### src/rtl/slwf_pkg.sv
// Shared constants and helpers for the SPI LCD window fill serializer.
package slwf_pkg;

	// Default coordinate width
	localparam int SLWF_COORD_BITS = 9;

	// Depth of the queue between front and back
	localparam int QUEUE_DEPTH = 2;
	localparam int QPTR_W      = $clog2(QUEUE_DEPTH);
	localparam int QCNT_W      = $clog2(QUEUE_DEPTH + 1);

	// Request codes
	localparam logic [2:0] REQ_TICK = 3'd0;
	localparam logic [2:0] REQ_CMD  = 3'd1;
	localparam logic [2:0] REQ_DATA = 3'd2;
	localparam logic [2:0] REQ_WORD = 3'd3;
	localparam logic [2:0] REQ_FILL = 3'd4;

	// Panel commands
	localparam logic [7:0] CMD_COL_ADDR  = 8'h2A;
	localparam logic [7:0] CMD_ROW_ADDR  = 8'h2B;
	localparam logic [7:0] CMD_MEM_WRITE = 8'h2C;

	// Fill header byte positions, then the pixel phase
	localparam logic [3:0] HDR_COL_CMD = 4'd0;
	localparam logic [3:0] HDR_XS_HI   = 4'd1;
	localparam logic [3:0] HDR_XS_LO   = 4'd2;
	localparam logic [3:0] HDR_XE_HI   = 4'd3;
	localparam logic [3:0] HDR_XE_LO   = 4'd4;
	localparam logic [3:0] HDR_ROW_CMD = 4'd5;
	localparam logic [3:0] HDR_YS_HI   = 4'd6;
	localparam logic [3:0] HDR_YS_LO   = 4'd7;
	localparam logic [3:0] HDR_YE_HI   = 4'd8;
	localparam logic [3:0] HDR_YE_LO   = 4'd9;
	localparam logic [3:0] HDR_MEM_WR  = 4'd10;
	localparam logic [3:0] PIXEL_PHASE = 4'd11;

	// Last bit position within a byte
	localparam logic [2:0] BIT_LAST = 3'd7;

	// Header byte for a given position; coordinates arrive zero-extended
	function automatic logic [7:0] header_byte(input logic [3:0] idx,
		input logic [15:0] xs, input logic [15:0] ys,
		input logic [15:0] xe, input logic [15:0] ye);
		logic [7:0] b;
		case (idx)
			HDR_COL_CMD: b = CMD_COL_ADDR;
			HDR_XS_HI:   b = xs[15:8];
			HDR_XS_LO:   b = xs[7:0];
			HDR_XE_HI:   b = xe[15:8];
			HDR_XE_LO:   b = xe[7:0];
			HDR_ROW_CMD: b = CMD_ROW_ADDR;
			HDR_YS_HI:   b = ys[15:8];
			HDR_YS_LO:   b = ys[7:0];
			HDR_YE_HI:   b = ye[15:8];
			HDR_YE_LO:   b = ye[7:0];
			default:     b = CMD_MEM_WRITE;
		endcase
		return b;
	endfunction

endpackage

### src/rtl/spi_lcd_window_fill_serializer_core.sv
// Top level of the 4-wire SPI LCD writer with rectangle fill.
//
// Slave side: one transaction per tick. s_tuser carries the request code
// (tick, command byte, data byte, data word, fill window); s_tdata carries
// the window corners and the value. Master side: exactly one transaction
// per input transaction, in order. m_tdata carries the bit-valid flag, the
// serial bit, the byte-end flag, busy and rejected; m_tuser carries the
// D/C line and m_tlast marks the final bit of a job.
// Input reaches the output through the front queue and then the
// serializer's output register. Throughput is one transaction per cycle
// while the receiver does not stall, set by the serializer updating its job state once per pop.
// A job arriving while another runs is dropped and flagged as rejected.
// Reset empties the queue, clears the output valid flag and leaves the
// serializer idle. When the receiver stalls the output register holds,
// the serializer stops, and the two-entry queue fills before s_tready drops.
module spi_lcd_window_fill_serializer_core import slwf_pkg::*; #(
	parameter int COORD_BITS = SLWF_COORD_BITS
) (
	input  logic                                      clk,
	input  logic                                      arst_n,
	input  logic                                      s_tvalid,
	output logic                                      s_tready,
	// x_start, y_start, x_end, y_end, value, zero fill
	input  logic [((4*COORD_BITS+16+7)/8)*8-1:0]      s_tdata,
	// req_type
	input  logic [2:0]                                s_tuser,
	output logic                                      m_tvalid,
	input  logic                                      m_tready,
	// bit_valid, sda, byte_last, busy_res, rejected, zero fill
	output logic [7:0]                                m_tdata,
	// dc
	output logic                                      m_tuser,
	output logic                                      m_tlast
);

	localparam int DATA_W = ((4*COORD_BITS+16+7)/8)*8;

	logic              item_valid;
	logic              item_ready;
	logic [2:0]        item_kind;
	logic [DATA_W-1:0] item_data;

	slwf_front #(
		.DATA_W(DATA_W)
	) u_front (
		.clk       (clk),
		.arst_n    (arst_n),
		.s_tvalid  (s_tvalid),
		.s_tready  (s_tready),
		.s_tdata   (s_tdata),
		.s_tuser   (s_tuser),
		.item_valid(item_valid),
		.item_ready(item_ready),
		.item_kind (item_kind),
		.item_data (item_data)
	);

	slwf_back #(
		.COORD_BITS(COORD_BITS),
		.DATA_W    (DATA_W)
	) u_back (
		.clk       (clk),
		.arst_n    (arst_n),
		.item_valid(item_valid),
		.item_ready(item_ready),
		.item_kind (item_kind),
		.item_data (item_data),
		.m_tvalid  (m_tvalid),
		.m_tready  (m_tready),
		.m_tdata   (m_tdata),
		.m_tuser   (m_tuser),
		.m_tlast   (m_tlast)
	);

endmodule

### src/rtl/slwf_front.sv
// Front end: classifies incoming transactions and queues them for the back end.
module slwf_front import slwf_pkg::*; #(
	parameter int DATA_W = 56
) (
	input  logic              clk,
	input  logic              arst_n,
	input  logic              s_tvalid,
	output logic              s_tready,
	input  logic [DATA_W-1:0] s_tdata,
	input  logic [2:0]        s_tuser,
	output logic              item_valid,
	input  logic              item_ready,
	output logic [2:0]        item_kind,
	output logic [DATA_W-1:0] item_data
);

	logic [2:0]        kind_cls;
	logic [2:0]        kind_q [QUEUE_DEPTH];
	logic [DATA_W-1:0] data_q [QUEUE_DEPTH];
	logic [QPTR_W-1:0] wr_ptr_q;
	logic [QPTR_W-1:0] rd_ptr_q;
	logic [QCNT_W-1:0] count_q;
	logic              push;
	logic              pop;

	// Unused request codes behave as a plain tick
	always_comb begin
		if (s_tuser inside {[REQ_CMD:REQ_FILL]}) begin
			kind_cls = s_tuser;
		end else begin
			kind_cls = REQ_TICK;
		end
	end

	assign s_tready   = (count_q != QCNT_W'(QUEUE_DEPTH));
	assign item_valid = (count_q != '0);
	assign push       = s_tvalid && s_tready;
	assign pop        = item_valid && item_ready;
	assign item_kind  = kind_q[rd_ptr_q];
	assign item_data  = data_q[rd_ptr_q];

	// Queue storage
	always_ff @(posedge clk) begin
		if (push) begin
			kind_q[wr_ptr_q] <= kind_cls;
			data_q[wr_ptr_q] <= s_tdata;
		end
	end

	// Queue pointers and fill level
	always_ff @(posedge clk or negedge arst_n) begin
		if (!arst_n) begin
			wr_ptr_q <= '0;
			rd_ptr_q <= '0;
			count_q  <= '0;
		end else begin
			if (push) begin
				wr_ptr_q <= (wr_ptr_q == QPTR_W'(QUEUE_DEPTH - 1)) ? '0 : wr_ptr_q + 1'b1;
			end
			if (pop) begin
				rd_ptr_q <= (rd_ptr_q == QPTR_W'(QUEUE_DEPTH - 1)) ? '0 : rd_ptr_q + 1'b1;
			end
			if (push && !pop) begin
				count_q <= count_q + 1'b1;
			end else if (pop && !push) begin
				count_q <= count_q - 1'b1;
			end
		end
	end

endmodule

### src/rtl/slwf_back.sv
// Back end: job state, bit serializer and output register.
module slwf_back import slwf_pkg::*; #(
	parameter int COORD_BITS = SLWF_COORD_BITS,
	parameter int DATA_W     = 56
) (
	input  logic              clk,
	input  logic              arst_n,
	input  logic              item_valid,
	output logic              item_ready,
	input  logic [2:0]        item_kind,
	input  logic [DATA_W-1:0] item_data,
	output logic              m_tvalid,
	input  logic              m_tready,
	output logic [7:0]        m_tdata,
	output logic              m_tuser,
	output logic              m_tlast
);

	// Job state
	logic                  active_q,  active_d;
	logic [2:0]            kind_q,    kind_d;
	logic [7:0]            shift_q,   shift_d;
	logic [2:0]            bit_q,     bit_d;
	logic [3:0]            hidx_q,    hidx_d;
	logic                  low_q,     low_d;
	logic [COORD_BITS-1:0] xs_q, xs_d, ys_q, ys_d, xe_q, xe_d, ye_q, ye_d;
	logic [COORD_BITS-1:0] col_q, col_d, row_q, row_d;
	logic [15:0]           word_q,    word_d;

	// Per-transaction results
	logic vld, sda, dc, last, done, rej, fin, load_hi, is_job;

	// Output register
	logic       m_tvalid_q;
	logic [7:0] m_tdata_q;
	logic       m_tuser_q;
	logic       m_tlast_q;

	logic pop;

	assign item_ready = !m_tvalid_q || m_tready;
	assign pop        = item_valid && item_ready;
	assign is_job     = (item_kind != REQ_TICK);

	// Reject or load a job, emit one bit, then step to the next byte on a byte boundary
	always_comb begin
		active_d = active_q;
		kind_d   = kind_q;
		shift_d  = shift_q;
		bit_d    = bit_q;
		hidx_d   = hidx_q;
		low_d    = low_q;
		xs_d     = xs_q;
		ys_d     = ys_q;
		xe_d     = xe_q;
		ye_d     = ye_q;
		col_d    = col_q;
		row_d    = row_q;
		word_d   = word_q;
		vld      = 1'b0;
		sda      = 1'b0;
		dc       = 1'b0;
		last     = 1'b0;
		done     = 1'b0;
		rej      = 1'b0;
		fin      = 1'b0;
		load_hi  = 1'b0;

		if (is_job && active_q) begin
			rej = 1'b1;
		end else if (is_job) begin
			kind_d   = item_kind;
			bit_d    = '0;
			hidx_d   = HDR_COL_CMD;
			low_d    = 1'b0;
			active_d = 1'b1;
			case (item_kind)
				REQ_CMD, REQ_DATA: begin
					shift_d = item_data[4*COORD_BITS +: 8];
				end
				REQ_WORD: begin
					word_d  = item_data[4*COORD_BITS +: 16];
					shift_d = item_data[4*COORD_BITS+8 +: 8];
					low_d   = 1'b1;
				end
				REQ_FILL: begin
					xs_d    = item_data[0 +: COORD_BITS];
					ys_d    = item_data[COORD_BITS +: COORD_BITS];
					xe_d    = item_data[2*COORD_BITS +: COORD_BITS];
					ye_d    = item_data[3*COORD_BITS +: COORD_BITS];
					col_d   = item_data[0 +: COORD_BITS];
					row_d   = item_data[COORD_BITS +: COORD_BITS];
					word_d  = item_data[4*COORD_BITS +: 16];
					shift_d = CMD_COL_ADDR;
				end
				default: begin
				end
			endcase
		end

		if (active_d) begin
			vld = 1'b1;
			sda = shift_d[7];
			dc  = !((kind_d == REQ_CMD) || ((kind_d == REQ_FILL) &&
				((hidx_d == HDR_COL_CMD) || (hidx_d == HDR_ROW_CMD) ||
				(hidx_d == HDR_MEM_WR))));
			last    = (bit_d == BIT_LAST);
			shift_d = {shift_d[6:0], 1'b0};
			bit_d   = bit_d + 1'b1;
			if (last) begin
				if (kind_d == REQ_WORD) begin
					if (low_d) begin
						shift_d = word_d[7:0];
						low_d   = 1'b0;
					end else begin
						fin = 1'b1;
					end
				end else if (kind_d != REQ_FILL) begin
					fin = 1'b1;
				end else if (hidx_d < HDR_MEM_WR) begin
					hidx_d  = hidx_d + 1'b1;
					shift_d = header_byte(hidx_d, 16'(xs_d), 16'(ys_d), 16'(xe_d), 16'(ye_d));
				end else begin
					if (hidx_d == HDR_MEM_WR) begin
						hidx_d = PIXEL_PHASE;
						if ((xe_d < xs_d) || (ye_d < ys_d)) begin
							fin = 1'b1;
						end else begin
							load_hi = 1'b1;
						end
					end else if (low_d) begin
						shift_d = word_d[7:0];
						low_d   = 1'b0;
					end else if (col_d < xe_d) begin
						col_d   = col_d + 1'b1;
						load_hi = 1'b1;
					end else if (row_d < ye_d) begin
						row_d   = row_d + 1'b1;
						col_d   = xs_d;
						load_hi = 1'b1;
					end else begin
						fin = 1'b1;
					end
					if (load_hi) begin
						shift_d = word_d[15:8];
						low_d   = 1'b1;
					end
				end
				if (fin) begin
					done     = 1'b1;
					active_d = 1'b0;
				end
			end
		end
	end

	// Control state
	always_ff @(posedge clk or negedge arst_n) begin
		if (!arst_n) begin
			active_q   <= 1'b0;
			kind_q     <= REQ_TICK;
			bit_q      <= '0;
			hidx_q     <= HDR_COL_CMD;
			low_q      <= 1'b0;
			m_tvalid_q <= 1'b0;
		end else begin
			if (pop) begin
				active_q <= active_d;
				kind_q   <= kind_d;
				bit_q    <= bit_d;
				hidx_q   <= hidx_d;
				low_q    <= low_d;
			end
			if (pop) begin
				m_tvalid_q <= 1'b1;
			end else if (m_tready) begin
				m_tvalid_q <= 1'b0;
			end
		end
	end

	// Datapath and output payload
	always_ff @(posedge clk) begin
		if (pop) begin
			shift_q   <= shift_d;
			xs_q      <= xs_d;
			ys_q      <= ys_d;
			xe_q      <= xe_d;
			ye_q      <= ye_d;
			col_q     <= col_d;
			row_q     <= row_d;
			word_q    <= word_d;
			m_tdata_q <= {3'b000, rej, active_d, last, sda, vld};
			m_tuser_q <= dc;
			m_tlast_q <= done;
		end
	end

	assign m_tvalid = m_tvalid_q;
	assign m_tdata  = m_tdata_q;
	assign m_tuser  = m_tuser_q;
	assign m_tlast  = m_tlast_q;

endmodule

### config.mk
export PLATFORM = sky130hd
export DESIGN_NAME = spi_lcd_window_fill_serializer_core
export DESIGN_NICKNAME = d
export VERILOG_FILES = /design/src/rtl/slwf_pkg.sv /design/src/rtl/spi_lcd_window_fill_serializer_core.sv /design/src/rtl/slwf_front.sv /design/src/rtl/slwf_back.sv
export SDC_FILE = /design/constraint.sdc
export NUM_CORES = 1
export LEC_CHECK = 0
export BUFFER_PORTS_ARGS = -buffer_cell sky130_fd_sc_hd__buf_4
export CAP_MARGIN = 15
export CELL_PAD_IN_SITES_DETAIL_PLACEMENT = 1
export CELL_PAD_IN_SITES_GLOBAL_PLACEMENT = 2
export CORE_ASPECT_RATIO = 0.7
export CORE_UTILIZATION = 30
export DETAILED_ROUTE_END_ITERATION = 12
export HOLD_SLACK_MARGIN = 0.02
export PLACE_DENSITY_LB_ADDON = 0.1
export SYNTH_ARGS = -nofsm -noshare
export SYNTH_HDL_FRONTEND = slang
export SYNTH_SLANG_ARGS = --single-unit
### constraint.sdc
create_clock -name clk -period 5.4 [get_ports clk]
set_clock_uncertainty 0.1 [all_clocks]
set_input_delay 0.27 -clock clk [delete_from_list [all_inputs] [get_ports clk]]
set_output_delay 0.27 -clock clk [all_outputs]
set_load 0.05 [all_outputs]
==> flow_summary.json <==
{
  "critPathMaxStageDelay_ps": 530,
  "final.period_utilization_pct": 89.2,
  "final_nets": 1213,
  "initial_core_util_pct": 30.9,
  "crit_type": "flop to flop",
  "synth_warnings": 0,
  "rsz0062_at_grt": "false",
  "htreeDepth": 1,
  "failed_checks": "DRC",
  "drtAntennaViolNets": 0,
  "cts.path.max_buffers": 3,
  "yosysUniqueCellTypes": 81,
  "required_ps": 5600,
  "cts-root-buf": "clkbuf_16",
  "dp_hpwl_um": 26600,
  "crit_path_end_kind": "flop",
  "pin_count": 75,
  "wl_per_cell_um": 22.5,
  "dieHeight_um": 164,
  "clkLatencyLatePin_ps": 550,
  "ys_ff_latch": 212,
  "netlist.area_leader.share_pct": 51.9,
  "fin_util_pct": 38.1,
  "ys_top_cells_by_area": "edfxtp_1, mux2i_1, ha_1",
  "cts_made_buffers": 25,
  "cts.clk_slew.worst_paths_ps": 60,
  "synth_largest_area_cell": "edfxtp_1",
  "layout-drive-gt1-share_pct": 18.6,
  "reg2reg_slack_ps": 580,
  "rr_endpoint": "u_back.row_q[8]$_DFFE_PP_",
  "grt-ovfl-total": 0,
  "cap_violations": 0,
  "crit_path_cell_trace": "mux2i_1 -> nor4_4 -> buf_12 -> o21ai_0 -> inv_1 -> ha_1 -> and3_1 -> a221o_1 -> a221oi_1 -> buf_4 -> nand2_1 -> nor4_4 -> and3_1 -> nand3_1 -> xnor2_1",
  "async_flop_share_pct": 8.02,
  "io_buffer_count": 67,
  "drcViolationCount": 8,
  "r2r_start": "u_front.rd_ptr_q$_DFFE_PN0P_",
  "grt_max_degree": 64,
  "gp_congestion": 0.831,
  "worst_slew_pin_slew_ps": 1030,
  "cts_resized": 0,
  "crit_fanout": 35,
  "worstHoldPathType": "input port to async pin",
  "finalWorstSetupSlack_ps": 581,
  "ff2ff_path_depth": 15,
  "core_area_um2": 36400,
  "dp_worst_setup_slack_ps": 591,
  "syn_area_um2": 11300,
  "ys.flop_type": "edfxtp_1",
  "dr.pass1.iters": 11,
  "antenna_found_initial": 0,
  "cp_slowest_cell": "dfrtp_4",
  "grt_pass1_vias": 8397,
  "layout_common_cells": "edfxtp_1, buf_4, nand2_1",
  "slew_violations": 0,
  "postSynthAreaPerCell_um2": 11.9,
  "status": "finished with violations",
  "rows": 58,
  "syn_inst": 949,
  "vias": 8167,
  "clock_sinks": 212,
  "fin_area_um2": 13900,
  "cts_tree": "done",
  "area_growth_pct": 23.0,
  "via_per_inst": 5.09,
  "grt_use_total_pct": 19.2,
  "final_hold_viol_count": 0,
  "worstPathArrival_ps": 5020,
  "routed_wl_um": 36100,
  "slew_headroom_pct": 30.7,
  "post-cts-setup-buffer-count": 0,
  "placed_area_um2": 12600,
  "p_total_mw": 8.47,
  "setup_violations": 0,
  "p_leak_nw": 5.30,
  "die_area_um2": 38400,
  "diodes": 0,
  "synth_edf_count": 195,
  "powerDensity_nw_per_um2": 611,
  "peakVddDrop_mv": 0.369,
  "ys_seq_area_share_pct": 55.7,
  "layout_min_cycle_time_ps": 4820,
  "drt_first_iter_violations": 587,
  "grt_pass1_wl_um": 54200,
  "layout_commonest_cell": "edfxtp_1",
  "fmax_mhz": 207,
  "start_kind": "flop",
  "die_x_um": 234,
  "tns_ps": 0
}
## worst max-delay path, delay by kind of cell (launching register included)
| family | cells | cell delay [ps] |
|---|---|---|
| fa+ha+maj | 1 | 330 |
| xor+xnor | 1 | 160 |
| simple gates | 6 | 1240 |
| buf+inv | 3 | 540 |
| mux | 1 | 470 |
| compound gates | 3 | 1150 |
| flops | 1 | 530 |
## stage by stage
stage	hold WS (ps)	instances
detailed placement	75.5	1500
finish	55.3	1605
floorplan	-126	951
global placement	75.2	1500
CTS	38.8	1605
global route	64.0	1605
## kinds of logic after synthesis
family / after synthesis / share of synthesized area (%)
compound gates: 242 / 14.7
xor+xnor: 17 / 1.39
fa+ha+maj: 44 / 4.88
buf+inv: 111 / 4.46
flops: 212 / 55.7
mux: 88 / 8.15
other cells: 1 / 0.0333
simple gates: 234 / 10.7
## worst max-delay path by stage
stage | start | end | slack (ps) | cells past startpoint
after floorplan | u_back.m_tvalid$_DFFE_PN0P_ | u_back.hidx_q[1]$_DFFE_PN0P_ | 1000 | 6
after CTS | u_front.rd_ptr_q$_DFFE_PN0P_ | u_back.col_q[5]$_DFFE_PP_ | 570 | 17
after global routing | u_front.rd_ptr_q$_DFFE_PN0P_ | u_back.col_q[5]$_DFFE_PP_ | 330 | 17
after global placement | u_front.rd_ptr_q$_DFFE_PN0P_ | u_back.col_q[5]$_DFFE_PP_ | 710 | 17
after detailed placement | u_front.rd_ptr_q$_DFFE_PN0P_ | u_back.col_q[5]$_DFFE_PP_ | 590 | 17
final | u_front.rd_ptr_q$_DFFE_PN0P_ | u_back.row_q[8]$_DFFE_PP_ | 580 | 15
## sequential cells by signal, summed over array words and instances, names as in the netlist, 2 cells and up
name and flops:
u_front.count_q 2, u_back.shift_q 8, u_back.row_q 9, u_back.ye_q 9, u_front.data_q 104, u_back.ys_q 9, u_back.col_q 9, u_back.kind_q 3
u_front.kind_q 6, u_back.hidx_q 4, u_back.m_tdata 5, u_back.xs_q 9, u_back.xe_q 9, u_back.bit_q 3, u_back.word_q 16
## report_power, final
group	switching, mW	total, mW	leakage (nW)	internal [mW]
combinational	2.67	4.14	2.90	1.47
clock	0.712	1.56	0.352	0.849
sequential	0.193	2.77	2.04	2.57
## synthesized netlist by cell type, drive strengths merged (17+ instances only)
library cell  number
edfxtp           195
nand2             82
inv               65
mux2i             61
a21oi             55
nor2              54
o21ai             54
ha                44
buf               33
mux2              27
nand3             18
a22oi             17
dfrtp             17
## metal layers
layer  global-route usage (%)  part of all wire (%)  vias up
li1                         -                     -     3890
met1                     31.8                    56     4090
met2                     25.3                    37      155
met3                     3.14                   4.6       32
met4                     4.10                   1.8        0
met5                        0                     0        -
## area by class of cell
| type | count | area (um2) |
|---|---|---|
| clock buffer | 29 | 641 |
| clock inverter | 17 | 86.3 |
| fill | 3924 | 22600 |
| inverter | 65 | 246 |
| multi-input combinational | 628 | 4510 |
| sequential | 212 | 6280 |
| tap | 480 | 601 |
| timing repair buffer | 174 | 1500 |
## timing repair
item | CTS | global route
endpoints found under the hold margin | 129 | 0
setup endpoints to repair | 0 | 0
hold buffers | 59 | 0
Note: power is estimated with default switching activity, not from simulation.
